[src/design/bmpd_pkg.sv]
// Shared types and constants of the BMP stream pixel decoder.
// Used by the front parser, the job queue, the back executor and the top level.
package bmpd_pkg;

  localparam logic [1:0] ACT_GAMMA = 2'd0;
  localparam logic [1:0] ACT_START = 2'd1;
  localparam logic [1:0] ACT_BYTE  = 2'd2;

  localparam logic [1:0] KIND_PIXEL = 2'd0;
  localparam logic [1:0] KIND_DONE  = 2'd1;
  localparam logic [1:0] KIND_ERROR = 2'd2;

  localparam logic [15:0] BMP_SIG = 16'h4D42;

  localparam int QUEUE_DEPTH = 4;

  // Register indexes of the configuration port.
  localparam logic [1:0] REG_STRIP = 2'd0;
  localparam logic [1:0] REG_RED   = 2'd1;
  localparam logic [1:0] REG_GREEN = 2'd2;
  localparam logic [1:0] REG_BLUE  = 2'd3;

  typedef enum logic [2:0] {
    OP_NONE,
    OP_GAMMA,
    OP_PAL,
    OP_DIRECT,
    OP_INDEX
  } op_e;

  typedef enum logic [1:0] {
    TAIL_NONE,
    TAIL_DONE,
    TAIL_ERROR
  } tail_e;

  typedef enum logic [1:0] {
    DEP_1,
    DEP_4,
    DEP_8
  } depth_e;

  typedef struct packed {
    op_e         op;
    tail_e       tail;
    logic [23:0] data;
    logic [7:0]  entry;
    logic [15:0] row;
    logic [9:0]  col;
    logic [3:0]  count;
    depth_e      depth;
    logic        order24;
  } job_t;

  typedef struct packed {
    logic [1:0] red;
    logic [1:0] green;
    logic [1:0] blue;
  } slots_t;

endpackage

[src/design/bmpd_fifo.sv]
// Short job queue between the front parser and the back executor.
// Depends on bmpd_pkg for the job type and depth.
module bmpd_fifo (
  input  logic          clk_i,
  input  logic          rst_ni,
  input  logic          push_i,
  input  bmpd_pkg::job_t push_job_i,
  input  logic          pop_i,
  output bmpd_pkg::job_t head_o,
  output logic          full_o,
  output logic          empty_o
);

  localparam int AW = $clog2(bmpd_pkg::QUEUE_DEPTH);

  bmpd_pkg::job_t mem_q [bmpd_pkg::QUEUE_DEPTH];
  logic [AW-1:0] wp_q, rp_q;
  logic [AW:0]   cnt_q;

  assign full_o  = (cnt_q == AW'(0) + (AW+1)'(bmpd_pkg::QUEUE_DEPTH));
  assign empty_o = (cnt_q == '0);
  assign head_o  = mem_q[rp_q];

  always_ff @(posedge clk_i) begin
    if (push_i) begin
      mem_q[wp_q] <= push_job_i;
    end
  end

  always_ff @(posedge clk_i or negedge rst_ni) begin
    if (!rst_ni) begin
      wp_q  <= '0;
      rp_q  <= '0;
      cnt_q <= '0;
    end else begin
      if (push_i) wp_q <= wp_q + 1'b1;
      if (pop_i) rp_q <= rp_q + 1'b1;
      cnt_q <= cnt_q + (AW+1)'(push_i) - (AW+1)'(pop_i);
    end
  end

endmodule

[config.mk]
export PLATFORM = sky130hd
export DESIGN_NAME = bmpd_fifo
export DESIGN_NICKNAME = d
export VERILOG_FILES = /design/src/design/bmpd_pkg.sv /design/src/design/bmpd_fifo.sv
export SDC_FILE = /design/constraint.sdc
export NUM_CORES = 1
export LEC_CHECK = 0
export ABC_AREA = 1
export ABC_CLOCK_PERIOD_IN_PS = 2640
export BUFFER_PORTS_ARGS = -buffer_cell sky130_fd_sc_hd__buf_2
export CAP_MARGIN = 20
export CELL_PAD_IN_SITES_DETAIL_PLACEMENT = 0
export CELL_PAD_IN_SITES_GLOBAL_PLACEMENT = 1
export CORE_MARGIN = 4
export CORE_UTILIZATION = 41
export CTS_CLUSTER_DIAMETER = 100
export CTS_CLUSTER_SIZE = 10
export DETAILED_ROUTE_END_ITERATION = 16
export PLACE_DENSITY = 0.79
export SETUP_SLACK_MARGIN = 0.2
export SLEW_MARGIN = 20
export SYNTH_ARGS = -nofsm -noshare
export SYNTH_HDL_FRONTEND = slang
export SYNTH_SLANG_ARGS = --single-unit
[constraint.sdc]
create_clock -name clk_i -period 2.64 [get_ports clk_i]
set_input_delay 0.264 -clock clk_i [delete_from_list [all_inputs] [get_ports clk_i]]
set_output_delay 0.264 -clock clk_i [all_outputs]
set_load 0.02 [all_outputs]
[Yosys cells after proc, flatten, opt, wreduce, memory -nomap -nowiden]
Memory sizes are Yosys's and may differ from the RTL's.
Cells that the tools add are included.
Word-level totals
  memory bits (read-only): 0
  input bits: 74
  bits in latches: 0
  bits in registers: 7
  memories: 1
  bits in writable memories: 280
Memories
  mem_q: words 4, width 70, read ports 1, clocked after memory_dff 0, wr ports 1, line bmpd_fifo.sv:16  | bmpd_pkg::job_t mem_q [bmpd_pkg::QUEUE_DEPTH];
Operators by class
  bitwise gates (word level): 0
  multiplexer cells: 2
  reductions and logical operators: 1
  equality and inequality tests: 1
  $add $sub $neg: 4
  multiply operators: 0
  $lt $le $gt $ge: 0
  div/mod/pow operators: 0
  shifts and indexed selects: 0
Operator list (count)
  $add 2x1->2 const B: 2
  $add 3x1->3: 1
  $eq 3x3->1 const B: 1
  $logic_not 3->1: 1
  $sub 3x1->3: 1
  $mux 1: 2

[Depth between registers and ports, before layout]
Gate-level depths: netlist of the first run.
  word-level depth: 2
  mapped depth: 8
  gate-level depth less buffers: 8

[Worst setup path after synthesis of the first run]
OpenSTA, ideal clock, no wires.
  path kind: flip-flop to flip-flop
  start point: register wp_q[0]
  end point: memory mem_q[2][0] (netlist bit), enable pin
  stages on the path, launching flop included: 5
  data required time: 2.216 ns
  path slack: 0.178 ns
  buffers on the path: 0
  period minus slack after synthesis: 2.462 ns
  arrival time: 2.038 ns
  cells stage by stage: dfrtp_1 -> inv_1 -> ha_1 -> nand2_1 -> inv_1
RTL lines
  from (decl): line bmpd_fifo.sv:17  | logic [AW-1:0] wp_q, rp_q;
  from (signal assigned): line bmpd_fifo.sv:36  | if (push_i) wp_q <= wp_q + 1'b1;
  to (decl): line bmpd_fifo.sv:16
Straight into the memory's write port.

==> results.md, run 1 <==
* Status: completed
* Die footprint at 32530 um2
* First-pass GRT wire length at 40590 um
* R2R Path End: mem_q[2][42]
* Synth-to-Final Area Change at 20.85%
* Via-to-Cell Ratio at approximately 4.5
* Max-slew violation count at 0
* Worst Hold Launch: push_job_i[23]
* Core area at a little under 30000 um2
* Synth top cells by count: nand2_1, inv_1, edfxtp_1
* Synth Register Bits at 287
* RSZ-0062 raised after global routing: no
* Post-synth top area cell: edfxtp_1
* Setup Fix Bufs, Post-CTS at 0
* Post-synth ARST share at under 10%
* Fraction of final layout cells with drive strength greater than 1 at 15.05%
* Inserted Clock Buffers at 34
* Leakage at 6.816 nW
* Internal reg-to-reg setup slack at ~870 ps
* Overflow after GRT at 0
* Reg2reg start: wp_q[0]
* Worst slew pin tran at 677.3 ps
* # rows at 62
* Syn Nets at ~1.2k
* Initial Util at between 40% and 50%
* Wire length per cell at between 10 and 15 um
* 1st-iter DRT viols at 455
* Antenna cells at 0
* Worst ir drop on vdd at roughly 0.00085 V
* Number of global-route vias before repair at 7986
* Hold_ws at between 15 and 20 ps
* Max Cap Viol at 0
* Routed wire length at 25430 um
* YS warnings at 0
* Reg clk slew, reported paths at 60 ps
* H-tree depth at 2
* PD cells at around 1100 nW/um2
* Worst R2R Path Depth at 5
* Synthesized area per cell at 10.66 um2
* WHS Endpoint: mem_q[1][23]
* Yosys cell types at 17
* Worst Path Arrival at between 2000 and 2500 ps
* Final Setup Violations at 0
* Clock sinks at 287
* Largest net degree at the start of global routing at 143
* Drc violations at 0
* Crit end category: output port
* I/O pin count at 146
* Final antenna-violating net count at 0
* Antenna violations before repair at 0
* Clk buf depth at 3
* Synthesized area at roughly 12000 um2
* Yosys top cell area share at 69.03%
* Die height at 180.4 um
* Total negative slack at 0 ps
* Post-synth top flop: edfxtp_1
* Total track usage at 15.44%
* CP Class: reg2out
* Final Power at 16.37 mW
* CTS tree: built
* HP Class: in2reg
* Vias after detailed routing at 7816
* Tcrit/Tclk final at 86.85%
* Synth top area cells: edfxtp_1, nand2_1, inv_1, nand3_1, dfrtp_1
* Hold Crit Depth at 1
* Worst skew pair latency at approximately 490 ps
* Critical Path Fanout Max at 62
* Tmin final at 2293 ps
* Drt first pass iters at 5
* DPL Wire Length at 14690 um
* Root Buffer: clkbuf_16
* Worst EP required at roughly 2400 ps
* Most numerous cell in the Yosys netlist: nand2_1
* FMAX at between 400 and 500 MHz
* Crit start category: flop
* Worst clock skew at 11.21 ps
* Post-synthesis sequential area ratio at 70.47%
* Final #Nets at 1417
* Die Span X at 180.4 um
* GPL Wtd Cong at 0.7016
* Post-synth EDFFs at 280
* Final Hold Fails at 0
* Port Buffers at 145
* Mapped Cells at 1143
* Relative slew slack at 54.85%
[placed cells by master, fill, tap and decap left out, types with 2 or more instances in the layout]
cell | Yosys | final
dfrtp_4 | 0 | 2
inv_1 | 292 | 288
clkinvlp_4 | 0 | 2
clkbuf_1 | 8 | 12
dlygate4sd3_1 | 0 | 46
buf_12 | 0 | 9
ha_1 | 6 | 6
inv_4 | 0 | 2
nand3_1 | 141 | 141
buf_2 | 22 | 145
buf_4 | 3 | 3
clkinv_2 | 0 | 3
edfxtp_1 | 280 | 280
xor2_1 | 3 | 3
nand2_1 | 361 | 361
clkbuf_16 | 0 | 35
dfrtp_1 | 7 | 5
[cell type report]
type,count,area [um2]
clock inverter,2,13.76
clock buffer,47,920.9
fill,2530,14290
multi-input combinational,515,2196
inverter,294,1119
tap,384,480.5
sequential,287,8591
timing repair buffer,204,1400
[flip-flops by register name (all words and copies together) (netlist names)]
register,cells
mem_q,280
rp_q,2
wp_q,2
cnt_q,3
[worst max-delay path: stages (launching register included)]
cell     delay, ps
dfrtp_4        500
inv_4          240
buf_12         320
nand2_1         90
nand3_1        130
nand2_1        100
buf_2          170
[per-stage QoR]
step           worst slack (ps)  utilization (%)  area [um2]  instances
2_1_floorplan             207.7                -       12190       1143
3_3_place_gp              723.9            45.91       13320       1638
3_5_place_dp              755.1            45.91       13320       1638
4_1_cts                   204.2            50.69       14710       1732
5_1_grt                   221.7            50.74       14720       1733
6_report                  347.2            50.74       14720       1733
[kinds of logic after synthesis]
kind of cell             after synthesis  share of synthesized area [%]
adder cells (fa/ha/maj)                7                         0.7807
AO/OA/AOI/OAI                          1                        0.04105
flip-flops                           287                          70.47
XOR/XNOR                               3                         0.2158
AND/OR/NAND/NOR                      504                          16.99
buffers and inverters                341                          11.50
[worst max path at each step]
| stage | slack, ps | from | depth (start not counted) | end |
|---|---|---|---|---|
| 6_report | 350 | rp_q[0] | 6 | head_o[15] |
| 5_1_grt | 220 | rp_q[0] | 6 | head_o[15] |
| 4_1_cts | 200 | rp_q[1] | 4 | head_o[12] |
| 3_5_place_dp | 760 | rp_q[1] | 4 | head_o[12] |
| 3_3_place_gp | 720 | rp_q[1] | 4 | head_o[12] |
| 2_1_floorplan | 210 | wp_q[1] | 4 | mem_q[1][0] |
[metal layers]
metal,vias to the layer above,wire length [um],GRT usage [%]
met2,178,12540,26.68
met5,-,0,0
met4,0,384,3.660
li1,3934,-,-
met3,32,1249,2.866
met1,3672,11260,20.38
[report_power, final]
part / internal, mW / switching, mW / leakage (nW)
registers: 5.97 / 0.200 / 2.65
logic: 1.82 / 4.38 / 3.71
clock network: 2.40 / 1.60 / 0.454
[what timing repair did]
action / CTS / global route
resized for setup: 0 / 2
hold buffers: 45 / 1
setup endpoints to repair: 0 / 32
endpoints found under the hold margin: 176 / 4
(Power assumes the default switching activity.)
==> inputs of run 2 (changes only) <==
--- a/config.mk
+++ b/config.mk
@@ -16,7 +16,7 @@
 export CTS_CLUSTER_DIAMETER = 100
 export CTS_CLUSTER_SIZE = 10
 export DETAILED_ROUTE_END_ITERATION = 16
-export PLACE_DENSITY = 0.79
+export PLACE_DENSITY_LB_ADDON = 0.1
 export SETUP_SLACK_MARGIN = 0.2
 export SLEW_MARGIN = 20
 export SYNTH_ARGS = -nofsm -noshare
==> constraint.sdc (replaced) <==
create_clock -name clk_i -period 2.64 [get_ports clk_i]
set_input_delay 0 -clock clk_i [delete_from_list [all_inputs] [get_ports clk_i]]
set_output_delay 0 -clock clk_i [all_outputs]
set_load 0.02 [all_outputs]
==> run 2 against run 1 <==
Sequential power barely moved. Combinational power barely moved. First-iteration DRC count fell by 22%. Final cell count rose by 1.3%. Utilization rose by 1.0 points. Global-route usage rose by 0.085 points. Critical path depth did not move.
==> results.md, run 2 (synthesis results as in run 1) <==
* Status: completed
* Placed Area at 13330 um2 (about the same)
* First-pass GRT wire length at 40630 um (+0.10%)
* Reg clk slew, reported paths at 50 ps (about the same)
* Core area at 29010 um2 (unchanged)
* Commonest cells after routing, fill and taps aside: nand2_1, inv_1, edfxtp_1, buf_2, nand3_1
* Drt first pass iters at 5 (unchanged)
* Final antenna-violating net count at 0 (unchanged)
* Routed wire length at 25440 um (about the same)
* Total negative slack at 0 ps (unchanged)
* Post-route cell area at 15020 um2 (+2.0%)
* Synth-to-Final Area Change at 23.33%
* Worst skew pair latency at 490 ps (about the same)
* Max Cap Viol at 0 (unchanged)
* Final Power at 16.49 mW (+0.76%)
* CTS tree: built
* Leakage at 6.946 nW (+1.9%)
* Internal at 10.29 mW (+1.0%)
* Die Span X at 180.4 um (unchanged)
* Crit end category: output port
* Worst clock skew at 9.812 ps (-1.395 ps)
* Total track usage at 15.52% (+0.085 points)
* GPL Wtd Cong at 0.6929 (-1.2%)
* Inserted Clock Buffers at 34 (unchanged)
* Logic gate share of total power at 37.7% (about the same)
* Tmin final at 2150 ps (-142.5 ps)
* Max reg flops at 280 (unchanged)
* RSZ-0062 raised after global routing: no
* Clk buf depth at 3 (unchanged)
* Leading cell type in the layout, fill and taps excluded: nand2_1
* DPL Wire Length at 14050 um (-4.4%)
* Fraction of final layout cells with drive strength greater than 1 at 14.88% (-0.17 points)
* HP Class: in2reg
* H-tree depth at 2 (unchanged)
* Relative slew slack at 53.66% (-1.2 points)
* NetSw at 6.199 mW (+0.36%)
* Antenna violations before repair at 1 (+1)
* # rows at 62 (unchanged)
* I/O pin count at 146 (unchanged)
* Reg with most FFs: mem_q
* Largest net degree at the start of global routing at 143 (unchanged)
* CP Class: reg2out
* Final Hold Fails at 0 (unchanged)
* Max-slew violation count at 0 (unchanged)
* Drc violations at 0 (unchanged)
* Wire length per cell at 14.49 um (-1.3%)
* Number of global-route vias before repair at 7557 (-5.4%)
* Reg power frac at 37.4% (-0.3 points)
* Worst Path Arrival at 2150 ps (+120 ps)
* Clock power frac at 24.9% (+0.5 points)
* FMAX at 465.1 MHz (+6.6%)
* Final Setup Violations at 0 (unchanged)
* 1st-iter DRT viols at 357 (-22%)
* Worst slew pin tran at 695.1 ps (+17.88 ps)
* Overflow after GRT at 0 (unchanged)
* Tcrit/Tclk final at 81.45% (-5.4 points)
* Crit start category: flop
* Initial Util at 41.98% (unchanged)
* Worst EP required at 2640 ps (+260 ps)
* PD cells at 1098 nW/um2 (-1.3%)
* Clock sinks at 287 (unchanged)
* Worst ir drop on vdd at 0.0007311 V (-14%)
* Die footprint at 32530 um2 (unchanged)
* Via-to-Cell Ratio at 4.337 (-3.8%)
* Die height at 180.4 um (unchanged)
* Setup Fix Bufs, Post-CTS at 0 (unchanged)
* Net Sw Frac at 37.59% (-0.15 points)
* Critical Path Fanout Max at 53 (-15%)
* Largest regs: mem_q (280), cnt_q (3)
* Vias after detailed routing at 7615 (-2.6%)
* Final #Nets at 1445 (+2.0%)
* Port Buffers at 145 (unchanged)
* Root Buffer: clkbuf_16
run 2: layer usage:
layer | track usage (%) | up-vias | wire length (um)
li1 | - | 3981 | -
met1 | 20.73 | 3445 | 11650
met2 | 26.58 | 147 | 12200
met3 | 2.866 | 42 | 1117
met4 | 3.660 | 0 | 481
met5 | 0 | - | 0
run 2: critical path: stages, from the launching register on:
cell	delay (ps)
dfrtp_4	510
inv_4	350
buf_12	310
nand2_1	80
nand3_1	80
nand2_1	110
buf_2	180
run 2: final timing paths:
path                                 from           end  slack (ps)  cells past startpoint
max                               rp_q[0]    head_o[60]         490                      6
min                        push_job_i[67]  mem_q[3][67]         260                      2
max reg2reg                       wp_q[0]  mem_q[2][40]         830                      5
min reg2reg                       wp_q[0]       wp_q[0]         530                      1
max in group asynchronous          rst_ni       rp_q[0]        1900                      3
min in group asynchronous          rst_ni      cnt_q[2]         460                      3
run 2: layout make-up:
type | count | area, um2
antenna | 1 | 2.502
clock buffer | 42 | 944.7
clock inverter | 1 | 5.005
fill | 2622 | 13990
inverter | 294 | 1116
multi-input combinational | 515 | 2196
sequential | 287 | 8588
tap | 384 | 480.5
timing repair buffer | 232 | 1689
run 2: power by group through the flow:
| stage | Combinational (mW) | Sequential (mW) | Clock, mW |
|---|---|---|---|
| 6_report | 6.22 | 6.16 | 4.11 |
| 5_1_grt | 6.99 | 6.23 | 4.40 |
| 3_5_place_dp | 6.31 | 6.26 | 0 |
| 2_1_floorplan | 4.25 | 6.24 | 0 |
| 4_1_cts | 6.42 | 6.17 | 4.24 |
| 3_3_place_gp | 6.28 | 6.24 | 0 |
run 2: through the flow:
stage,std cells,worst slack [ps],util [%],hold WS (ps)
after floorplan,1143,207.7,-,-295.6
after global placement,1638,836.4,45.94,-150.4
after detailed placement,1638,803.5,45.94,-148.0
after CTS,1755,425.7,51.77,233.8
after global routing,1756,336.4,51.78,250.0
final,1756,489.8,51.78,257.5
run 2: timing repair:
action                     CTS  global route
setup endpoints to repair    0             0
resized for setup            0             0
hold buffers                74             0
hold endpoints to repair   292             0
==> inputs of run 3 (changes only) <==
--- a/config.mk
+++ b/config.mk
@@ -5,14 +5,14 @@
 export SDC_FILE = /design/constraint.sdc
 export NUM_CORES = 1
 export LEC_CHECK = 0
-export ABC_AREA = 1
-export ABC_CLOCK_PERIOD_IN_PS = 2640
+export ABC_AREA = 0
+export ABC_CLOCK_PERIOD_IN_PS = 2100
 export BUFFER_PORTS_ARGS = -buffer_cell sky130_fd_sc_hd__buf_2
 export CAP_MARGIN = 20
 export CELL_PAD_IN_SITES_DETAIL_PLACEMENT = 0
 export CELL_PAD_IN_SITES_GLOBAL_PLACEMENT = 1
 export CORE_MARGIN = 4
-export CORE_UTILIZATION = 41
+export CORE_UTILIZATION = 50
 export CTS_CLUSTER_DIAMETER = 100
 export CTS_CLUSTER_SIZE = 10
 export DETAILED_ROUTE_END_ITERATION = 16
==> constraint.sdc (replaced) <==
create_clock -name clk_i -period 2.1 [get_ports clk_i]
set_input_delay 0 -clock clk_i [delete_from_list [all_inputs] [get_ports clk_i]]
set_output_delay 0 -clock clk_i [all_outputs]
set_load 0.02 [all_outputs]
==> run 3 against run 2 <==
Register-to-register slack lost 340 ps. Non-clock buffer count grew 15. Count of clock-buffer cells in the layout grew 3. Worst hold slack gained 7.4 ps. Clock skew grew 1.6 ps. Via count shrank 33%.
==> results.md, run 3 <==
* Die height at 153.4 um (-15%)
* Internal reg-to-reg setup slack at 490 ps (-340 ps)
* Synth Register Bits at 287 (unchanged)
* Final antenna-violating net count at 0 (unchanged)
* Reg with most FFs: mem_q
* HP Class: in2reg
* Root Buffer: clkbuf_16
* Relative slew slack at 75.58% (+22 points)
* Worst clock skew at 11.39 ps (+1.573 ps)
* Via-to-Cell Ratio at 5.397 (+24%)
* YS warnings at 0 (unchanged)
* Finished Layout Cells at 949 (-46%)
* RSZ-0062 raised after global routing: yes
* CP max-delay cell: dfrtp_4
* Final #Nets at 748 (-48%)
* DPL Wire Length at 10980 um (-22%)
* Syn Nets at 481 (-61%)
* Clk buf depth at 3 (unchanged)
* Worst ir drop on vdd at 0.0008296 V (+13%)
* Final Setup Violations at 0 (unchanged)
* Post-synth EDFFs at 280 (unchanged)
* Worst-path cell chain: buf_12, buf_4, clkbuf_16, mux4_2, buf_6
* # rows at 52 (-16%)
* Most numerous cell in the Yosys netlist: edfxtp_1
* Largest regs: mem_q (280), cnt_q (3)
* Yosys top cell area share at 79.56% (+11 points)
* Initial Util at 51.56% (+9.6 points)
* Commonest cells after routing, fill and taps aside: edfxtp_1, buf_2, dlygate4sd3_1, buf_6, mux4_2
* Post-synth top flop: edfxtp_1
* Logic gate share of total power at 39.0% (+1.3 points)
* Leakage at 4.969 nW (-28%)
* Tmin final at 2027 ps
* Worst slew pin tran at 365.2 ps (-330.0 ps)
* Final Hold Fails at 0 (unchanged)
* CP top delay family: buffers and inverters
* Hold_ws at 264.9 ps (+7.373 ps)
* Overflow after GRT at 0 (unchanged)
* Number of global-route vias before repair at 5633 (-25%)
* Inserted Clock Buffers at 34 (unchanged)
* Mapped Cells at 400 (-65%)
* Port Buffers at 145 (unchanged)
* Synthesized area per cell at 26.42 um2 (+150%)
* First-pass GRT wire length at 32380 um (-20%)
* Placed Cells at 811 (-50%)
* Die footprint at 23530 um2 (-28%)
* Synth top cells by count: edfxtp_1, mux4_2, buf_12, buf_2, dfrtp_1
* Leading cell type in the layout, fill and taps excluded: edfxtp_1
* Buf/Inv on CP at 4 (+1)
* Synth-to-Final Area Change at 33.51%
* Largest net degree at the start of global routing at 51 (-64%)
* CTS tree: built
* Internal at 14.69 mW (+43%)
* Post-synth top area cell: edfxtp_1
* Worst EP required at 2100 ps (-540 ps)
* Critical Path Fanout Max at 5 (-91%)
* H-tree depth at 2 (unchanged)
* PD cells at 1479 nW/um2 (+35%)
* Wire length per cell at 22.07 um (+52%)
* Tcrit/Tclk final at between 90% and 100%
* Crit start category: flop
* Drt first pass iters at 4 (-1)
* Reg clk slew, reported paths at 50 ps (about the same)
* Fraction of final layout cells with drive strength greater than 1 at 42.18% (+27 points)
* Total track usage at 18.14% (+2.6 points)
* Clock sinks at 287 (unchanged)
* Total negative slack at 0 ps (unchanged)
* Routed wire length at 20950 um (-18%)
* Die Span X at 153.4 um (-15%)
* Net Sw Frac at 29.62% (-8.0 points)
* Max-slew violation count at 0 (unchanged)
* Post-synth ARST share at 2.439% (unchanged)
* Vias after detailed routing at 5122 (-33%)
* Post-synthesis sequential area ratio at 81.22% (+11 points)
* Max Cap Viol at 0 (unchanged)
* I/O pin count at 146 (unchanged)
* Synthesized area at 10570 um2 (-13%)
* Drc violations at 0 (unchanged)
* NetSw at 6.181 mW (-0.28%)
* Worst skew pair latency at 480 ps (about the same)
* Status: completed
* Antenna violations before repair at 1 (unchanged)
* CP Class: reg2out
* Yosys cell types at 18 (+1)
* Reg power frac at 37.1% (-0.3 points)
* Crit end category: output port
* Clock power frac at 23.9% (-1.0 points)
* Worst Path Arrival at 2030 ps (-120 ps)
* GPL Wtd Cong at 0.6969 (+0.58%)
* Synth top area cells: edfxtp_1, mux4_2, dfrtp_1, buf_12, ha_1
* 1st-iter DRT viols at 279 (-22%)
* Crit-path max cell delay at 500 ps (about the same)
* Core area at 20490 um2 (-29%)
* FMAX at between 400 and 500 MHz
* Max reg flops at 280 (unchanged)
[run 3: cell types whose count changed after synthesis, moves of 10 or more]
cell / delta
buf_2: -15
buf_6: -10
inv_1: -286
mux4_2: +68
nand2_1: -359
nand3_1: -141
[run 3: kinds of logic (layout without fill, tap and decap cells)]
| kind of cell | count (synthesis) | in the layout | synth area share (%) |
|---|---|---|---|
| flops | 287 | 287 | 81.22 |
| compound gates | 1 | 1 | 0.04731 |
| fa+ha+maj | 7 | 7 | 0.8998 |
| mux | 70 | 70 | 14.99 |
| xor+xnor | 5 | 5 | 0.4145 |
| other cells | 0 | 1 | 0 |
| buf+inv | 22 | 300 | 2.013 |
| simple gates | 8 | 8 | 0.4144 |
[run 3: cell type report]
class,count,area [um2]
Timing Repair Buffer,247,2454
Fill cell,1324,6386
Clock inverter,2,13.76
Sequential cell,287,8591
Multi-Input combinational cell,91,1774
Clock buffer,45,913.4
Tap cell,270,337.8
Antenna cell,1,2.502
Inverter,6,22.52
[run 3: what timing repair did]
| action | 4_1_cts | 5_1_grt |
|---|---|---|
| endpoints found under the setup margin | 58 | 70 |
| hold buffers | 74 | 0 |
| cloned | 8 | 1 |
| buffers inserted | 7 | 0 |
| endpoints found under the hold margin | 292 | 0 |
| resized for setup | 135 | 18 |
[run 3: path summary, 6_finish.rpt]
check                               start            to  depth (start not counted)
hold reg to reg                   wp_q[0]       wp_q[0]                          1
max in group asynchronous          rst_ni       rp_q[0]                          3
hold / removal             push_job_i[27]  mem_q[2][27]                          2
setup / recovery                  rp_q[0]    head_o[61]                          5
min in group asynchronous          rst_ni       wp_q[0]                          3
setup reg to reg                  wp_q[1]  mem_q[1][67]                          4
[run 3: routing by layer]
metal | share of wire [%] | routed length [um] | vias up | GRT usage (%)
li1 | - | - | 2243 | -
met1 | 40 | 8480 | 2675 | 23.98
met2 | 51 | 10780 | 161 | 30.59
met3 | 5.4 | 1132 | 43 | 3.704
met4 | 2.7 | 561 | 0 | 6.056
met5 | 0 | 0 | - | 0
[run 3: metrics by stage]
step	total power, mW	setup WS, ps	utilization [%]	instance area [um2]
finish	20.87	73.13	68.84	14110
global route	21.86	24.54	68.84	14110
CTS	20.98	57.78	68.47	14030
detailed placement	13.83	446.1	56.90	11660
global placement	13.75	464.9	56.90	11660
floorplan	12.05	256.8	-	10580
[run 3: worst register-to-register path, stage by stage, from the launching register on]
cell     delay, ps
dfrtp_1        400
inv_1          100
ha_1           150
and2_4         340
buf_12         270
[run 3: power by group through the flow]
stage | logic [mW] | clock network, mW | registers, mW
2_1_floorplan | 4.28 | 0 | 7.77
3_3_place_gp | 5.95 | 0 | 7.81
3_5_place_dp | 5.95 | 0 | 7.88
4_1_cts | 8.10 | 5.12 | 7.76
5_1_grt | 8.64 | 5.39 | 7.83
6_report | 8.14 | 4.98 | 7.75
