[src/design/bmpd_pkg.sv]
// Shared types and constants of the BMP stream pixel decoder.
// Used by the front parser, the job queue, the back executor and the top level.
package bmpd_pkg;

  localparam logic [1:0] ACT_GAMMA = 2'd0;
  localparam logic [1:0] ACT_START = 2'd1;
  localparam logic [1:0] ACT_BYTE  = 2'd2;

  localparam logic [1:0] KIND_PIXEL = 2'd0;
  localparam logic [1:0] KIND_DONE  = 2'd1;
  localparam logic [1:0] KIND_ERROR = 2'd2;

  localparam logic [15:0] BMP_SIG = 16'h4D42;

  localparam int QUEUE_DEPTH = 4;

  // Register indexes of the configuration port.
  localparam logic [1:0] REG_STRIP = 2'd0;
  localparam logic [1:0] REG_RED   = 2'd1;
  localparam logic [1:0] REG_GREEN = 2'd2;
  localparam logic [1:0] REG_BLUE  = 2'd3;

  typedef enum logic [2:0] {
    OP_NONE,
    OP_GAMMA,
    OP_PAL,
    OP_DIRECT,
    OP_INDEX
  } op_e;

  typedef enum logic [1:0] {
    TAIL_NONE,
    TAIL_DONE,
    TAIL_ERROR
  } tail_e;

  typedef enum logic [1:0] {
    DEP_1,
    DEP_4,
    DEP_8
  } depth_e;

  typedef struct packed {
    op_e         op;
    tail_e       tail;
    logic [23:0] data;
    logic [7:0]  entry;
    logic [15:0] row;
    logic [9:0]  col;
    logic [3:0]  count;
    depth_e      depth;
    logic        order24;
  } job_t;

  typedef struct packed {
    logic [1:0] red;
    logic [1:0] green;
    logic [1:0] blue;
  } slots_t;

endpackage

[src/design/bmpd_front.sv]
// Front parser: takes one input beat per cycle, walks the BMP headers and
// the pixel rows, and turns each beat into at most one job. Uses bmpd_pkg.
module bmpd_front #(
  parameter int PALETTE_ENTRIES = 256,
  parameter int MAX_STRIP       = 1023
) (
  input  logic           clk_i,
  input  logic           rst_ni,
  input  logic           accept_i,
  input  logic [1:0]     action_i,
  input  logic [7:0]     file_byte_i,
  input  logic [7:0]     table_index_i,
  input  logic [7:0]     table_value_i,
  input  logic [9:0]     strip_width_i,
  output logic           push_o,
  output bmpd_pkg::job_t job_o
);

  localparam logic [2:0] PH_IDLE     = 3'd0;
  localparam logic [2:0] PH_HEADER   = 3'd1;
  localparam logic [2:0] PH_PALSKIP  = 3'd2;
  localparam logic [2:0] PH_PALETTE  = 3'd3;
  localparam logic [2:0] PH_DATASKIP = 3'd4;
  localparam logic [2:0] PH_PIXELS   = 3'd5;

  localparam logic [15:0] MAX_STRIP_W = 16'(MAX_STRIP);
  localparam logic [32:0] PAL_MAX     = 33'(PALETTE_ENTRIES);

  logic [2:0]  phase_q, phase_d;
  logic [31:0] pos_q, pos_d, shift_q, shift_d, dstart_q, dstart_d, dib_q, dib_d;
  logic [15:0] width_q, width_d, height_q, height_d, bpp_q, bpp_d;
  logic        top_q, top_d;
  logic [31:0] raw_q, raw_d, ptarget_q, ptarget_d;
  logic [8:0]  ccount_q, ccount_d, pentry_q, pentry_d;
  logic [1:0]  pbyte_q, pbyte_d;
  logic [9:0]  lcols_q, lcols_d;
  logic [17:0] rbytes_q, rbytes_d, rbc_q, rbc_d, pcol_q, pcol_d;
  logic [15:0] rowc_q, rowc_d;
  logic [1:0]  pph_q, pph_d;

  logic [31:0] pos_n, sh_new, neg_v, hv;
  logic [15:0] h16, d_eff, lw16, row_dst;
  logic [9:0]  lw;
  logic [21:0] dw, rw;
  logic [17:0] rb;
  logic        pix, last_row, do_fail, do_endhdr, do_begin, core;
  logic [32:0] ccand, pstart;
  logic [20:0] base, rem21;
  logic [3:0]  ppb, cnt;
  logic [1:0]  lim;

  always_comb begin
    pos_n  = pos_q + 32'd1;
    sh_new = {file_byte_i, shift_q[31:8]};
    h16    = sh_new[31:16];
    core   = (dib_q == 32'd12);
    neg_v  = 32'd0 - sh_new;
    hv     = sh_new[31] ? neg_v : sh_new;
    d_eff  = (phase_q == PH_HEADER && core && pos_q == 32'd25) ? h16 : bpp_q;
    pix    = (d_eff == 16'd1) || (d_eff == 16'd4) || (d_eff == 16'd8) ||
             (d_eff == 16'd24) || (d_eff == 16'd32);
    lw16   = (width_q > {6'd0, strip_width_i}) ? {6'd0, strip_width_i} : width_q;
    if (lw16 > MAX_STRIP_W) lw16 = MAX_STRIP_W;
    lw     = lw16[9:0];
    case (d_eff)
      16'd1:   dw = {6'd0, width_q};
      16'd4:   dw = {4'd0, width_q, 2'd0};
      16'd8:   dw = {3'd0, width_q, 3'd0};
      16'd24:  dw = {2'd0, width_q, 4'd0} + {3'd0, width_q, 3'd0};
      16'd32:  dw = {1'd0, width_q, 5'd0};
      default: dw = '0;
    endcase
    rw     = (dw + 22'd31) >> 5;
    rb     = pix ? {rw[15:0], 2'd0} : 18'd0;
    ccand  = (raw_q == 32'd0) ? (33'd1 << d_eff[3:0]) : {1'b0, raw_q};
    pstart = 33'd14 + {1'b0, dib_q};
    row_dst  = top_q ? rowc_q : (height_q - 16'd1 - rowc_q);
    last_row = ({1'b0, rowc_q} + 17'd1) == {1'b0, height_q};
    case (bpp_q)
      16'd8:   ppb = 4'd1;
      16'd4:   ppb = 4'd2;
      default: ppb = 4'd8;
    endcase
    case (bpp_q)
      16'd8:   base = {3'd0, rbc_q};
      16'd4:   base = {2'd0, rbc_q, 1'b0};
      default: base = {rbc_q, 3'd0};
    endcase
    rem21 = {11'd0, lcols_q} - base;
    cnt   = (rem21 < {17'd0, ppb}) ? rem21[3:0] : ppb;
    lim   = (bpp_q == 16'd32) ? 2'd3 : 2'd2;
  end

  always_comb begin
    phase_d = phase_q;  pos_d = pos_q;  shift_d = shift_q;  dstart_d = dstart_q;
    dib_d = dib_q;  width_d = width_q;  height_d = height_q;  bpp_d = bpp_q;
    top_d = top_q;  raw_d = raw_q;  ptarget_d = ptarget_q;  ccount_d = ccount_q;
    pentry_d = pentry_q;  pbyte_d = pbyte_q;  lcols_d = lcols_q;  rbytes_d = rbytes_q;
    rbc_d = rbc_q;  rowc_d = rowc_q;  pph_d = pph_q;  pcol_d = pcol_q;
    job_o = '0;
    job_o.op = bmpd_pkg::OP_NONE;
    job_o.tail = bmpd_pkg::TAIL_NONE;
    job_o.depth = bmpd_pkg::DEP_8;
    job_o.row = row_dst;
    do_fail = 1'b0;
    do_endhdr = 1'b0;
    do_begin = 1'b0;
    if (accept_i) begin
      case (action_i)
        bmpd_pkg::ACT_GAMMA: begin
          job_o.op    = bmpd_pkg::OP_GAMMA;
          job_o.entry = table_index_i;
          job_o.data  = {16'd0, table_value_i};
        end
        bmpd_pkg::ACT_START: begin
          pos_d = '0;  shift_d = '0;  dstart_d = '0;  dib_d = '0;  width_d = '0;
          height_d = '0;  top_d = 1'b0;  bpp_d = '0;  ccount_d = '0;  raw_d = '0;
          rowc_d = '0;  rbc_d = '0;  pentry_d = '0;  pbyte_d = '0;  pph_d = '0;
          pcol_d = '0;
          phase_d = PH_HEADER;
        end
        bmpd_pkg::ACT_BYTE: begin
          if (phase_q != PH_IDLE) begin
            pos_d = pos_n;
            shift_d = sh_new;
            case (phase_q)
              PH_HEADER: begin
                if (pos_q == 32'd1) begin
                  if (h16 != bmpd_pkg::BMP_SIG) do_fail = 1'b1;
                end else if (pos_q == 32'd13) begin
                  dstart_d = sh_new;
                end else if (pos_q == 32'd17) begin
                  dib_d = sh_new;
                  if (sh_new != 32'd12 && sh_new < 32'd40) do_fail = 1'b1;
                end else if (pos_q >= 32'd18 && core) begin
                  case (pos_q)
                    32'd19: width_d = h16;
                    32'd21: begin
                      height_d = h16;
                      top_d = 1'b0;
                    end
                    32'd23: if (h16 != 16'd1) do_fail = 1'b1;
                    32'd25: begin
                      bpp_d = h16;
                      do_endhdr = 1'b1;
                    end
                    default: ;
                  endcase
                end else if (pos_q >= 32'd18) begin
                  case (pos_q)
                    32'd21: begin
                      if (sh_new > 32'd65535) do_fail = 1'b1;
                      else width_d = sh_new[15:0];
                    end
                    32'd25: begin
                      top_d = sh_new[31];
                      if (hv > 32'd65535) do_fail = 1'b1;
                      else height_d = hv[15:0];
                    end
                    32'd27: if (h16 != 16'd1) do_fail = 1'b1;
                    32'd29: bpp_d = h16;
                    32'd33: if (sh_new != 32'd0) do_fail = 1'b1;
                    32'd49: raw_d = sh_new;
                    32'd53: do_endhdr = 1'b1;
                    default: ;
                  endcase
                end
              end
              PH_PALSKIP: begin
                if (pos_n >= ptarget_q) phase_d = PH_PALETTE;
              end
              PH_PALETTE: begin
                if (pbyte_q + 2'd1 == (core ? 2'd3 : 2'd0)) begin
                  pbyte_d = '0;
                  job_o.op = bmpd_pkg::OP_PAL;
                  job_o.entry = pentry_q[7:0];
                  job_o.data = core ? sh_new[31:8] : sh_new[23:0];
                  pentry_d = pentry_q + 9'd1;
                  if (pentry_q + 9'd1 >= ccount_q) do_begin = 1'b1;
                end else begin
                  pbyte_d = pbyte_q + 2'd1;
                end
              end
              PH_DATASKIP: begin
                if (pos_n == dstart_q) phase_d = PH_PIXELS;
              end
              default: begin
                if (bpp_q == 16'd32 || bpp_q == 16'd24) begin
                  if (pph_q == lim) begin
                    pph_d = '0;
                    pcol_d = pcol_q + 18'd1;
                    if (pcol_q < {8'd0, lcols_q}) begin
                      job_o.op = bmpd_pkg::OP_DIRECT;
                      job_o.col = pcol_q[9:0];
                      job_o.order24 = (bpp_q == 16'd24);
                      job_o.data = (bpp_q == 16'd24) ? sh_new[31:8] : sh_new[23:0];
                      if (pcol_q[9:0] == lcols_q - 10'd1 && last_row) begin
                        job_o.tail = bmpd_pkg::TAIL_DONE;
                        phase_d = PH_IDLE;
                      end
                    end
                  end else begin
                    pph_d = pph_q + 2'd1;
                  end
                end else if (base < {11'd0, lcols_q}) begin
                  job_o.op = bmpd_pkg::OP_INDEX;
                  job_o.data = {16'd0, file_byte_i};
                  job_o.col = base[9:0];
                  job_o.count = cnt;
                  job_o.depth = (bpp_q == 16'd8) ? bmpd_pkg::DEP_8 :
                                (bpp_q == 16'd4) ? bmpd_pkg::DEP_4 : bmpd_pkg::DEP_1;
                  if (rem21 <= {17'd0, ppb} && last_row) begin
                    job_o.tail = bmpd_pkg::TAIL_DONE;
                    phase_d = PH_IDLE;
                  end
                end
                if (rbc_q + 18'd1 >= rbytes_q) begin
                  rbc_d = '0;
                  rowc_d = rowc_q + 16'd1;
                  pph_d = '0;
                  pcol_d = '0;
                end else begin
                  rbc_d = rbc_q + 18'd1;
                end
              end
            endcase
          end
        end
        default: ;
      endcase
    end
    if (do_endhdr) begin
      if (d_eff < 16'd16) begin
        if (ccand > PAL_MAX || pstart[32]) begin
          do_fail = 1'b1;
        end else begin
          ccount_d = ccand[8:0];
          ptarget_d = pstart[31:0];
          pentry_d = '0;
          pbyte_d = '0;
          phase_d = (pos_n >= pstart[31:0]) ? PH_PALETTE : PH_PALSKIP;
        end
      end else begin
        do_begin = 1'b1;
      end
    end
    if (do_begin) begin
      lcols_d = lw;
      rbytes_d = rb;
      rowc_d = '0;
      rbc_d = '0;
      pph_d = '0;
      pcol_d = '0;
      if (!pix || height_q == 16'd0 || lw == 10'd0) begin
        phase_d = PH_IDLE;
        job_o.tail = bmpd_pkg::TAIL_DONE;
      end else if (dstart_q < pos_n) begin
        do_fail = 1'b1;
      end else begin
        phase_d = (dstart_q == pos_n) ? PH_PIXELS : PH_DATASKIP;
      end
    end
    if (do_fail) begin
      phase_d = PH_IDLE;
      job_o.tail = bmpd_pkg::TAIL_ERROR;
    end
    push_o = (job_o.op != bmpd_pkg::OP_NONE) || (job_o.tail != bmpd_pkg::TAIL_NONE);
  end

  always_ff @(posedge clk_i or negedge rst_ni) begin
    if (!rst_ni) begin
      phase_q <= PH_IDLE;  pos_q <= '0;  shift_q <= '0;  dstart_q <= '0;  dib_q <= '0;
      width_q <= '0;  height_q <= '0;  bpp_q <= '0;  top_q <= 1'b0;  raw_q <= '0;
      ptarget_q <= '0;  ccount_q <= '0;  pentry_q <= '0;  pbyte_q <= '0;
      lcols_q <= '0;  rbytes_q <= '0;  rbc_q <= '0;  rowc_q <= '0;  pph_q <= '0;
      pcol_q <= '0;
    end else begin
      phase_q <= phase_d;  pos_q <= pos_d;  shift_q <= shift_d;  dstart_q <= dstart_d;
      dib_q <= dib_d;  width_q <= width_d;  height_q <= height_d;  bpp_q <= bpp_d;
      top_q <= top_d;  raw_q <= raw_d;  ptarget_q <= ptarget_d;  ccount_q <= ccount_d;
      pentry_q <= pentry_d;  pbyte_q <= pbyte_d;  lcols_q <= lcols_d;
      rbytes_q <= rbytes_d;  rbc_q <= rbc_d;  rowc_q <= rowc_d;  pph_q <= pph_d;
      pcol_q <= pcol_d;
    end
  end

endmodule

[config.mk]
export PLATFORM = sky130hd
export DESIGN_NAME = bmpd_front
export DESIGN_NICKNAME = d
export VERILOG_FILES = /design/src/design/bmpd_pkg.sv /design/src/design/bmpd_front.sv
export SDC_FILE = /design/constraint.sdc
export NUM_CORES = 1
export LEC_CHECK = 0
export BUFFER_PORTS_ARGS = -buffer_cell sky130_fd_sc_hd__buf_2
export CAP_MARGIN = 20
export CORE_AREA = 3 3 248 250
export CTS_CLUSTER_DIAMETER = 40
export DETAILED_ROUTE_END_ITERATION = 10
export DIE_AREA = 0 0 251 253
export SYNTH_ARGS = -nofsm -noshare
export SYNTH_HDL_FRONTEND = slang
export SYNTH_SLANG_ARGS = --single-unit
[constraint.sdc]
create_clock -name clk_i -period 5.1 [get_ports clk_i]
set_input_delay 0.51 -clock clk_i [delete_from_list [all_inputs] [get_ports clk_i]]
set_output_delay 0.51 -clock clk_i [all_outputs]
set_load 0.005 [all_outputs]
# After elaboration in Yosys (flattened, before gate mapping)
# Index checks and enable logic that the tools add are counted.
[totals] in_bits=39 wordCells=386 regBits=346
[classes] n_addsub=16 n_eq_ne=61 n_shift=1 n_bitwise=1 reduce_logical=43 magnitude_cmp=17 n_mux=227
[op_table] operator="2-to-1 mux 32 bit" count=21
[op_table] operator="2-to-1 mux 16 bit" count=38
[op_table] operator="case mux 32 bit (2 select lines)" count=6
[op_table] operator="2-to-1 mux 18 bit" count=13
[op_table] operator="equality test 32 x 5 -> 1 bit (second input constant)" count=7
[op_table] operator="case mux 16 bit (2 select lines)" count=4
[op_table] operator="2-to-1 mux 9 bit" count=12
[op_table] operator="case mux 21 bit (5 select lines)" count=1
[op_table] operator="equality test 32 x 6 -> 1 bit (second input constant)" count=3
[op_table] operator="2-to-1 mux 37 bit" count=2
[op_table] operator="case mux 18 bit (2 select lines)" count=2
[op_table] operator="2-to-1 mux 17 bit" count=4
[op_table] operator="equality test 32 bit" count=2
[op_table] operator="equality test 32 x 4 -> 1 bit (second input constant)" count=2
[op_table] operator=">= comparator 32 bit" count=2
[op_table] operator="greater-than comparator 32 x 16 -> 1 bit (second input constant)" count=2
[op_table] operator="2-to-1 mux 1 bit" count=59
[op_table] operator="2-to-1 mux 29 bit" count=2
[op_table] operator="2-to-1 mux 28 bit" count=2
[op_table] operator="2-to-1 mux 3 bit" count=17
[op_table] operator="2-to-1 mux 24 bit" count=2
[op_table] operator="case mux 24 bit (2 select lines)" count=1
[op_table] operator="2-to-1 mux 2 bit" count=22
[op_table] operator="case mux 21 bit (2 select lines)" count=1
[op_table] operator="83 further kinds" count=139

# Depth between registers and ports, before layout
# Gate-level depths: netlist of run 1.
[depth] ltp_word=23 mapped_depth=23 depth_no_buf=21

# Worst setup path after synthesis of run 1
# No wires, ideal clock.
[synth_path] path_kind="register to output" from="reg bpp_q[2]" to="out job_o[3] (netlist name)" path_buffers=4 path_slack_ns=-0.106 stages_incl_launch_ff=20 t_required_ns=4.590 t_arrival_ns=4.696 cell_sequence="dfrtp_1 -> clkbuf_1 -> nor4b_2 -> and4_1 -> buf_2 -> buf_2 -> buf_1 -> a22oi_1 -> ha_1 -> nor2b_1 -> o21ai_0 -> a21oi_1 -> o41ai_1 -> o21ai_1 -> mux2_2 -> a22o_1 -> o211ai_1 -> nor4b_2 -> mux2_1 -> nor2_1"
[synth_lines] element="start: declaration" line_no="bmpd_front.sv:31" source="logic [15:0] width_q, width_d, height_q, height_d, bpp_q, bpp_d;"
[synth_lines] element="start signal: assignment" line_no="bmpd_front.sv:279" source="dib_q <= dib_d; width_q <= width_d; height_q <= height_d; bpp_q <= bpp_d;"
[synth_lines] element="end: declaration" line_no="bmpd_front.sv:16" source="output bmpd_pkg::job_t job_o"

# Worst setup path in the final report of run 1
[layout_path] from="reg pos_q[9]" to="out push_o"
[layout_between] elab_chain_cells=20 elab_cells_between_ends=67 classes_between="1 x add/sub; 4 x order compare; 14 x eq/ne; 1 x shift; 35 x mux; 12 x reduce/logical"
[layout_rtl] element="start: declaration" line_no="bmpd_front.sv:30" source="logic [31:0] pos_q, pos_d, shift_q, shift_d, dstart_q, dstart_d, dib_q, dib_d;"
[layout_rtl] element="start signal: assignment" line_no="bmpd_front.sv:278" source="phase_q <= phase_d; pos_q <= pos_d; shift_q <= shift_d; dstart_q <= dstart_d;"
[layout_rtl] element="branches (longest 17 deep; another with >= comparator 32 x 5 -> 1 bit)"
[layout_rtl] element="2-to-1 mux 2 bit *" line_no="bmpd_front.sv:263" source="if (do_fail) begin"
[layout_rtl] element="nonzero test 2 bit *" line_no="bmpd_front.sv:267" source="push_o = (job_o.op != bmpd_pkg::OP_NONE) || (job_o.tail != bmpd_pkg::TAIL_NONE);"
[layout_rtl] element="logical OR 1 bit *" line_no="bmpd_front.sv:267"
[layout_rtl] element="end: declaration" line_no="bmpd_front.sv:15" source="output logic push_o,"
# Every way passes the cells marked *.

==> metrics.log, run 1 <==
[metrics] Die Height: about 250 µm
[metrics] first-pass GRT wire length: between 100,000 and 150,000 µm
[metrics] clock slew at reported path FFs: ~0.050 ns
[metrics] Initial Utilization: 0.451
[metrics] area of the core region: just under 0.06 mm²
[metrics] maximum clock frequency: 0.188 GHz
[metrics] final slew viol count: 0
[metrics] DRC violation total after the first TritonRoute iteration: between 2,000 and 3,000
[metrics] count of unique library cells instantiated by Yosys: 100
[metrics] number of enable-type register cells in the synthesized netlist: 0
[metrics] worst hold path stage count: 3
[metrics] Arrival @ worst endpoint: about 4.8 ns
[metrics] x dimension of the die: around 250 µm
[metrics] Clock Sink Count: between 300 and 400
[metrics] synthesized netlist cell count: between 3,000 and 4,000
[metrics] headroom to the max-slew limit: 0.228
[metrics] pin count of the biggest net entering global routing: 106
[metrics] antenna violations before repair: 2
[metrics] crit share post-route: 1.05
[metrics] sequential-to-total area share from yosys stat: 0.315
[metrics] Critical Path Fanout Max: 3
[metrics] share of layout cells above drive strength 1: 0.174
[metrics] status: complete, but fails checks
[metrics] TritonRoute pass-1 iters: 7
[metrics] CP startpoint kind: register
[metrics] DIE AREA: roughly 0.064 mm²
[metrics] post-layout minimum cycle time: ~5.3 ns
[metrics] Inst Count DP: ~4,200
[metrics] insertion delay of the later-clocked pin in the worst-skew pair: 0.62 ns
[metrics] launching point of the worst reg2reg path: pos_q[9]
[metrics] Final Skew: around 0.033 ns
[metrics] clock buffer count from CTS: 71
[metrics] Clk Tree Root Cell: clkbuf_16
[metrics] Placement Cell Area: roughly 0.029 mm²
[metrics] total non-filler cell area in the finished layout: between 0.03 and 0.04 mm²
[metrics] most instantiated flip-flop cell in the synthesis netlist: dfrtp_1
[metrics] global placement routability congestion: a little under 1
[metrics] remaining antenna violation count after routing: 0
[metrics] category of the worst setup path capture point: output pin
[metrics] CTS Buffer Depth: 3
[metrics] CP Data Required Time: 4.59 ns
[metrics] share of the core filled with cells in the final layout: 0.548
[metrics] final wirelength: 98,300 µm
[metrics] start point of the critical path: pos_q[9]
[metrics] Cell Rows: between 80 and 90
[metrics] final number of hold-violating endpoints: 0
[metrics] number of top-level pins: 110
[metrics] critical path capture point: push_o
[metrics] remaining global-route overflow: 0
[metrics] violations in the final reports: setup timing
[metrics] internal reg-to-reg setup slack: ~0.29 ns
[metrics] Mean Syn Cell Area: ~8 µm²
[metrics] DR WL/cell: between 20 and 25 µm
[metrics] number of register bits inferred by synthesis: around 340
[metrics] length in cells of the worst reg-to-reg path: 21
[metrics] post-route non-filler standard cell count: roughly 4,300
[metrics] netlist area before placement: ~0.027 mm²
[metrics] number of nets in the finished design: 3,758
[metrics] synth-to-layout area growth: 21.6%
[metrics] final routed DRC violation total: 0
[metrics] nets in the synthesized netlist: approximately 3,600
[metrics] post-synthesis async set-or-reset flop share: 1.00
[metrics] leakage power: roughly 15 nW
[metrics] CTS tree: yes
[metrics] capture point of the worst reg-to-reg path: phase_q[0]
[metrics] Worst Setup Path Type: register to output pin
[metrics] port bufs: 109
[metrics] final HPWL from detailed placement: about 74,000 µm
[metrics] routed via count divided by cell count: 6.09
[metrics] fin worst setup slack: -0.231 ns
[metrics] Total GRT Usage: 0.301
[metrics] worst min-delay path class: primary input to register
[metrics] vias in the first global route: ~25,000
[metrics] synthesis warning total: 0
[metrics] pwr/cell area: ~340 mW/mm²
[metrics] slew of the pin with the lowest slew margin: 1.15 ns
[metrics] reported max-cap violation count: 0
[metrics] VDD IR max: between 0.4 and 0.5 mV
[metrics] number of setup violations in the final report: 7
[metrics] total vias in the final route: approximately 26,000
[metrics] H-tree level count: 3
[metrics] RSZ-0062 raised after global routing: true
report_power, final:
part           switching (W)  leakage (nW)  internal [W]
logic                0.00175          8.93       0.00112
clock network        0.00166          1.23       0.00336
registers           0.000219          4.61       0.00281
total                0.00363          14.8       0.00729
routing by layer:
layer	GRT usage	vias up	part of all wire
li1	-	12300	-
met1	0.416	12900	0.44
met2	0.481	1030	0.45
met3	0.0550	181	0.075
met4	0.0923	0	0.028
met5	0	-	0
worst min path at each step:
stage	slack [ns]	start	endpoint
after global routing	0.17	strip_width_i[4]	lcols_q[4]
after CTS	0.14	strip_width_i[6]	lcols_q[6]
after detailed placement	0.47	ptarget_q[15]	ptarget_q[15]
after floorplan	0.21	rst_ni	bpp_q[0]
after global placement	0.46	raw_q[21]	raw_q[21]
final	0.17	strip_width_i[4]	lcols_q[4]
worst max-delay path, cell delays in order, from the launching register on:
cell and delay (ns):
dfrtp_1 0.36, nand4_1 0.22, nor3_4 0.29, and4_4 0.26
and3_4 0.19, nand4_1 0.14, buf_4 0.19, nor3_2 0.17
xnor2_2 0.11, ha_1 0.37, nand4_1 0.15, nor2_1 0.12
nand3_1 0.15, nand3b_1 0.32, o21a_1 0.29, nand3_1 0.08
o211ai_1 0.24, or3_1 0.43, buf_2 0.13
stage by stage:
| stage | power (W) | TNS (ns) | worst slack (ns) | hold WS [ns] |
|---|---|---|---|---|
| after floorplan | 0.00458 | -0.00420 | -0.00420 | 0.214 |
| after global placement | 0.00565 | 0 | 0.0505 | 0.465 |
| after detailed placement | 0.00570 | 0 | 0.00437 | 0.471 |
| after CTS | 0.0108 | -0.808 | -0.195 | 0.140 |
| after global routing | 0.0113 | -2.51 | -0.406 | 0.172 |
| final | 0.0109 | -0.969 | -0.231 | 0.165 |
logic make-up (layout without fill, tap and decap cells):
logic type | after synthesis | after routing | share of synthesized area
AO/OA/AOI/OAI | 924 | 924 | 0.219
AND/OR/NAND/NOR | 1197 | 1197 | 0.225
adder cells (fa/ha/maj) | 207 | 207 | 0.0979
XOR/XNOR | 183 | 183 | 0.0600
flip-flops | 336 | 336 | 0.315
other | 0 | 1 | 0
multiplexers | 60 | 60 | 0.0232
buffers and inverters | 414 | 660 | 0.0602
repair_timing:
action | in CTS | in global routing
endpoints found under the hold margin | 85 | 0
pin swaps | 43 | 33
hold buffers | 1 | 0
endpoints found under the setup margin | 27 | 38
gates resized for setup | 72 | 63
buffers inserted | 40 | 22
synthesized netlist by cell type, types with 10 or more instances:
cell type,count,area (µm²)
a211oi_1,22,165
a21o_1,43,323
a21oi_1,136,681
a22o_1,60,526
a22oi_1,40,300
a31oi_1,36,225
and2_1,17,106
and3_1,54,338
and4_1,16,140
buf_1,10,37.5
buf_2,20,100
clkbuf_1,182,683
dfrtp_1,336,8410
ha_1,204,2550
inv_1,194,728
mux2i_1,49,490
nand2_1,445,1670
nand2b_1,26,163
nand3_1,144,721
nand3b_1,12,90.1
nand4_1,59,369
nor2_1,177,664
nor2b_1,30,188
nor3_1,60,300
nor4_1,50,313
o211ai_1,26,195
o21a_1,20,150
o21ai_0,360,1800
o21bai_1,18,135
o22ai_1,16,100
o31ai_1,48,360
or2_2,13,81.3
or3_1,24,150
or4_1,14,105
xnor2_1,82,718
xor2_1,101,885
state kept, by name, summed over array words and instances (netlist names), 16 cells and up:
register,flops
dib_q,32
dstart_q,32
pos_q,32
ptarget_q,32
raw_q,32
shift_q,24
pcol_q,18
rbc_q,18
bpp_q,16
height_q,16
rbytes_q,16
rowc_q,16
width_q,16
cell type report:
class                   count  area, µm²
fillers                  5499      26800
inverters                 196        736
multi-input cells        2571      17400
clock buffers              89       1920
well taps                 773        967
repair buffers            336       2360
flip-flops and latches    336       8410
diodes                      1       2.50
clock inverters            39        681
layout by cell type, fill, tap and decap left out, types with 47 or more instances in the layout:
master / instances
xor2_1: 96
buf_2: 106
a22o_1: 60
and3_1: 50
nand4_1: 59
nor2_1: 168
nand2_1: 442
nand3_1: 136
nor3_1: 54
o21ai_0: 354
a21oi_1: 125
inv_1: 192
mux2i_1: 49
clkbuf_16: 72
buf_4: 210
o31ai_1: 47
ha_1: 196
xnor2_1: 77
dfrtp_1: 332
Note: power is estimated with default switching activity, not from simulation.
==> run 2: changes to the inputs <==
--- a/config.mk
+++ b/config.mk
@@ -6,11 +6,11 @@
 export NUM_CORES = 1
 export LEC_CHECK = 0
 export BUFFER_PORTS_ARGS = -buffer_cell sky130_fd_sc_hd__buf_2
-export CAP_MARGIN = 20
 export CORE_AREA = 3 3 248 250
 export CTS_CLUSTER_DIAMETER = 40
 export DETAILED_ROUTE_END_ITERATION = 10
 export DIE_AREA = 0 0 251 253
+export RECOVER_POWER = 100
 export SYNTH_ARGS = -nofsm -noshare
 export SYNTH_HDL_FRONTEND = slang
 export SYNTH_SLANG_ARGS = --single-unit
==> run 2 against run 1 <==
Critical path depth down 6. Largest cell class unchanged. Global-route usage unchanged. Combinational power about the same. The run ends with capacitance limit, slew limit, setup timing left. Worst hold slack better by 0.0012 ns. Clock skew up 0.0020 ns.
==> metrics.log, run 2 (same netlist as run 1, synthesis figures left out) <==
[metrics] status: complete, but fails checks (unchanged)
[metrics] violations in the final reports: capacitance limit, slew limit, setup timing (was setup timing)
[metrics] pwr/cell area: 337 mW/mm² (was 336 mW/mm²)
[metrics] CTS Buffer Depth: 3 (unchanged)
[metrics] global placement routability congestion: 0.965 (unchanged)
[metrics] maximum clock frequency: 0.184 GHz (was 0.188 GHz)
[metrics] slew of the pin with the lowest slew margin: 2.90 ns (was 1.15 ns)
[metrics] met3 track demand over resource: 0.0550 (unchanged)
[metrics] clock slew at reported path FFs: 0.05 ns (about the same)
[metrics] gate family responsible for the most delay along the worst path: simple AND/OR/NAND/NOR gates (unchanged)
[metrics] pin count of the biggest net entering global routing: 106 (unchanged)
[metrics] headroom to the max-slew limit: -0.932 (was 0.228)
[metrics] Initial Utilization: 0.451 (unchanged)
[metrics] Final Skew: 0.0354 ns (was 0.0334 ns)
[metrics] crit share post-route: 1.07 (was 1.05)
[metrics] post-layout minimum cycle time: 5.44 ns (was 5.33 ns)
[metrics] TritonRoute pass-1 iters: 6 (was 7)
[metrics] final wirelength: 98,600 µm (was 98,300 µm)
[metrics] final slew viol count: 172 (was 0)
[metrics] x dimension of the die: 251 µm (unchanged)
[metrics] Worst Setup Path Type: register to output pin (unchanged)
[metrics] Crit path buffers/inverters: 3 (was 2)
[metrics] H-tree level count: 3 (unchanged)
[metrics] VDD IR max: 0.412 mV (about the same)
[metrics] reported max-cap violation count: 4 (was 0)
[metrics] share of layout cells above drive strength 1: 0.161 (was 0.174)
[metrics] port bufs: 109 (unchanged)
[metrics] Cell Rows: 89 (unchanged)
[metrics] synth-to-layout area growth: 20.8% (was 21.6%)
[metrics] Die Height: 253 µm (unchanged)
[metrics] area of the core region: 0.0592 mm² (unchanged)
[metrics] most frequent cells in the layout: nand2_1, o21ai_0, dfrtp_1 (unchanged)
[metrics] antenna violations before repair: 2 (unchanged)
[metrics] number of setup violations in the final report: 25 (was 7)
[metrics] first-pass GRT wire length: 149,000 µm (unchanged)
[metrics] busiest layer in global routing: met2 (unchanged)
[metrics] routed via count divided by cell count: 6.10 (was 6.09)
[metrics] ordered list of cells on the worst path: nor4_2 -> clkbuf_4 -> and3_1 -> nand4_4 -> nor2_2 -> a21oi_1 -> clkbuf_1 -> a2111oi_0 -> a21oi_1 -> o211ai_1 -> or3_1 -> buf_2 (was nand4_1 -> nor3_4 -> and4_4 -> and3_4 -> nand4_1 -> buf_4 -> nor3_2 -> xnor2_2 -> ha_1 -> nand4_1 -> nor2_1 -> nand3_1 -> nand3b_1 -> o21a_1 -> nand3_1 -> o211ai_1 -> or3_1 -> buf_2)
[metrics] number of nets in the finished design: 3,758 (unchanged)
[metrics] remaining global-route overflow: 0 (unchanged)
[metrics] DR WL/cell: 22.7 µm (about the same)
[metrics] CTS tree: yes (unchanged)
[metrics] leakage power: 14.6 nW (was 14.8 nW)
[metrics] vias in the first global route: 25,000 (unchanged)
[metrics] cell with the largest stage delay on the worst path: a2111oi_0 (was or3_1)
[metrics] Crit path largest cell delay: 0.85 ns (was 0.43 ns)
[metrics] final routed DRC violation total: 0 (unchanged)
[metrics] DIE AREA: 0.0635 mm² (unchanged)
[metrics] launching point of the worst reg2reg path: pos_q[24] (was pos_q[9])
[metrics] most frequent standard cell in the layout excluding fill and tap cells: nand2_1 (unchanged)
[metrics] start point of the critical path: pos_q[24] (was pos_q[9])
[metrics] category of the worst setup path capture point: output pin (unchanged)
[metrics] most prevalent standard cell on the critical path: a21oi_1 (was nand4_1)
[metrics] CP startpoint kind: register (unchanged)
[metrics] total vias in the final route: 26,500 (was 26,400)
[metrics] remaining antenna violation count after routing: 0 (unchanged)
[metrics] Clk Tree Root Cell: clkbuf_16 (unchanged)
[metrics] DRC violation total after the first TritonRoute iteration: 2,670 (was 2,727)
[metrics] GR met2 Demand/Resource: 0.481 (unchanged)
[metrics] CP Data Required Time: 4.59 ns (about the same)
[metrics] Clock Sink Count: 336 (unchanged)
[metrics] Total GRT Usage: 0.301 (unchanged)
[metrics] worst min-delay path class: primary input to register (unchanged)
[metrics] final HPWL from detailed placement: 73,600 µm (unchanged)
[metrics] share of the core filled with cells in the final layout: 0.544 (was 0.548)
[metrics] startpoint of the worst hold path: strip_width_i[4] (unchanged)
[metrics] met1 usage in global routing: 0.416 (unchanged)
[metrics] Arrival @ worst endpoint: 4.93 ns (was 4.82 ns)
[metrics] fin worst setup slack: -0.340 ns (was -0.231 ns)
[metrics] RSZ-0062 raised after global routing: true (unchanged)
[metrics] insertion delay of the later-clocked pin in the worst-skew pair: 0.62 ns (about the same)
[metrics] Power, Total: 0.0109 W (about the same)
[metrics] clock buffer count from CTS: 71 (unchanged)
[metrics] Critical Path Fanout Max: 9 (was 3)
[metrics] final number of hold-violating endpoints: 0 (unchanged)
[metrics] number of top-level pins: 110 (unchanged)
-- run 2: cell count changes in the layout (fill, tap and decap cells not counted), moves of 2 or more --
cell	before	now
buf_2	106	73
clkbuf_1	12	49
o22ai_1	8	10
and2_0	0	2
nand3_2	7	5
and2_1	16	14
buf_4	210	188
clkbuf_2	0	17
o22ai_2	8	6
buf_12	3	0
nand3_1	136	138
clkbuf_4	0	5
-- run 2: layout make-up --
| type | count | area (µm²) |
|---|---|---|
| multi-input cells | 2571 | 17300 |
| fillers | 5550 | 27000 |
| repair buffers | 336 | 2220 |
| flip-flops and latches | 336 | 8410 |
| clock buffers | 89 | 1920 |
| inverters | 196 | 736 |
| clock inverters | 39 | 681 |
| well taps | 773 | 967 |
| diodes | 1 | 2.50 |
-- run 2: where the power goes --
part	leakage [nW]	total, W	internal, W	switching, W
logic	8.75	0.00284	0.00109	0.00175
clock network	1.23	0.00501	0.00336	0.00165
registers	4.61	0.00303	0.00281	0.000218
total	14.6	0.0109	0.00726	0.00362
-- run 2: stage by stage --
| step | TNS [ns] | cell area, µm² | worst slack [ns] | std cells | hold WS (ns) |
|---|---|---|---|---|---|
| after floorplan | -0.00420 | 26700 | -0.00420 | 3321 | 0.214 |
| after global placement | 0 | 28800 | 0.0505 | 4153 | 0.465 |
| after detailed placement | 0 | 28800 | 0.00437 | 4153 | 0.471 |
| after CTS | -0.808 | 32000 | -0.195 | 4322 | 0.140 |
| after global routing | -6.03 | 32200 | -0.406 | 4341 | 0.172 |
| final | -2.06 | 32200 | -0.340 | 4341 | 0.166 |
-- run 2: tightest hold or removal path, stage by stage --
cell and delay [ns]:
buf_2 0.10, nand2_1 0.05, a31oi_1 0.07
-- run 2: timing repair --
item,4_1_cts,5_1_grt
gates resized for setup,72,63
hold buffers,1,0
pin swaps,43,33
endpoints found under the hold margin,85,0
endpoints found under the setup margin,27,38
buffers inserted,40,22
-- run 2: worst paths after layout --
path                                       to  slack, ns  cells past startpoint
worst min register to register  ptarget_q[14]       0.48                      2
worst max-delay path                   push_o      -0.34                     12
max in group asynchronous       ptarget_q[18]       1.07                      3
min in group asynchronous           pcol_q[3]       1.21                      2
worst min-delay path               lcols_q[4]       0.17                      3
worst max register to register       pph_q[1]      -0.12                     13
-- run 2: metal layers --
metal	part of all wire	up-vias
li1	-	12300
met1	0.45	12900
met2	0.45	1043
met3	0.074	176
met4	0.027	0
met5	0	-
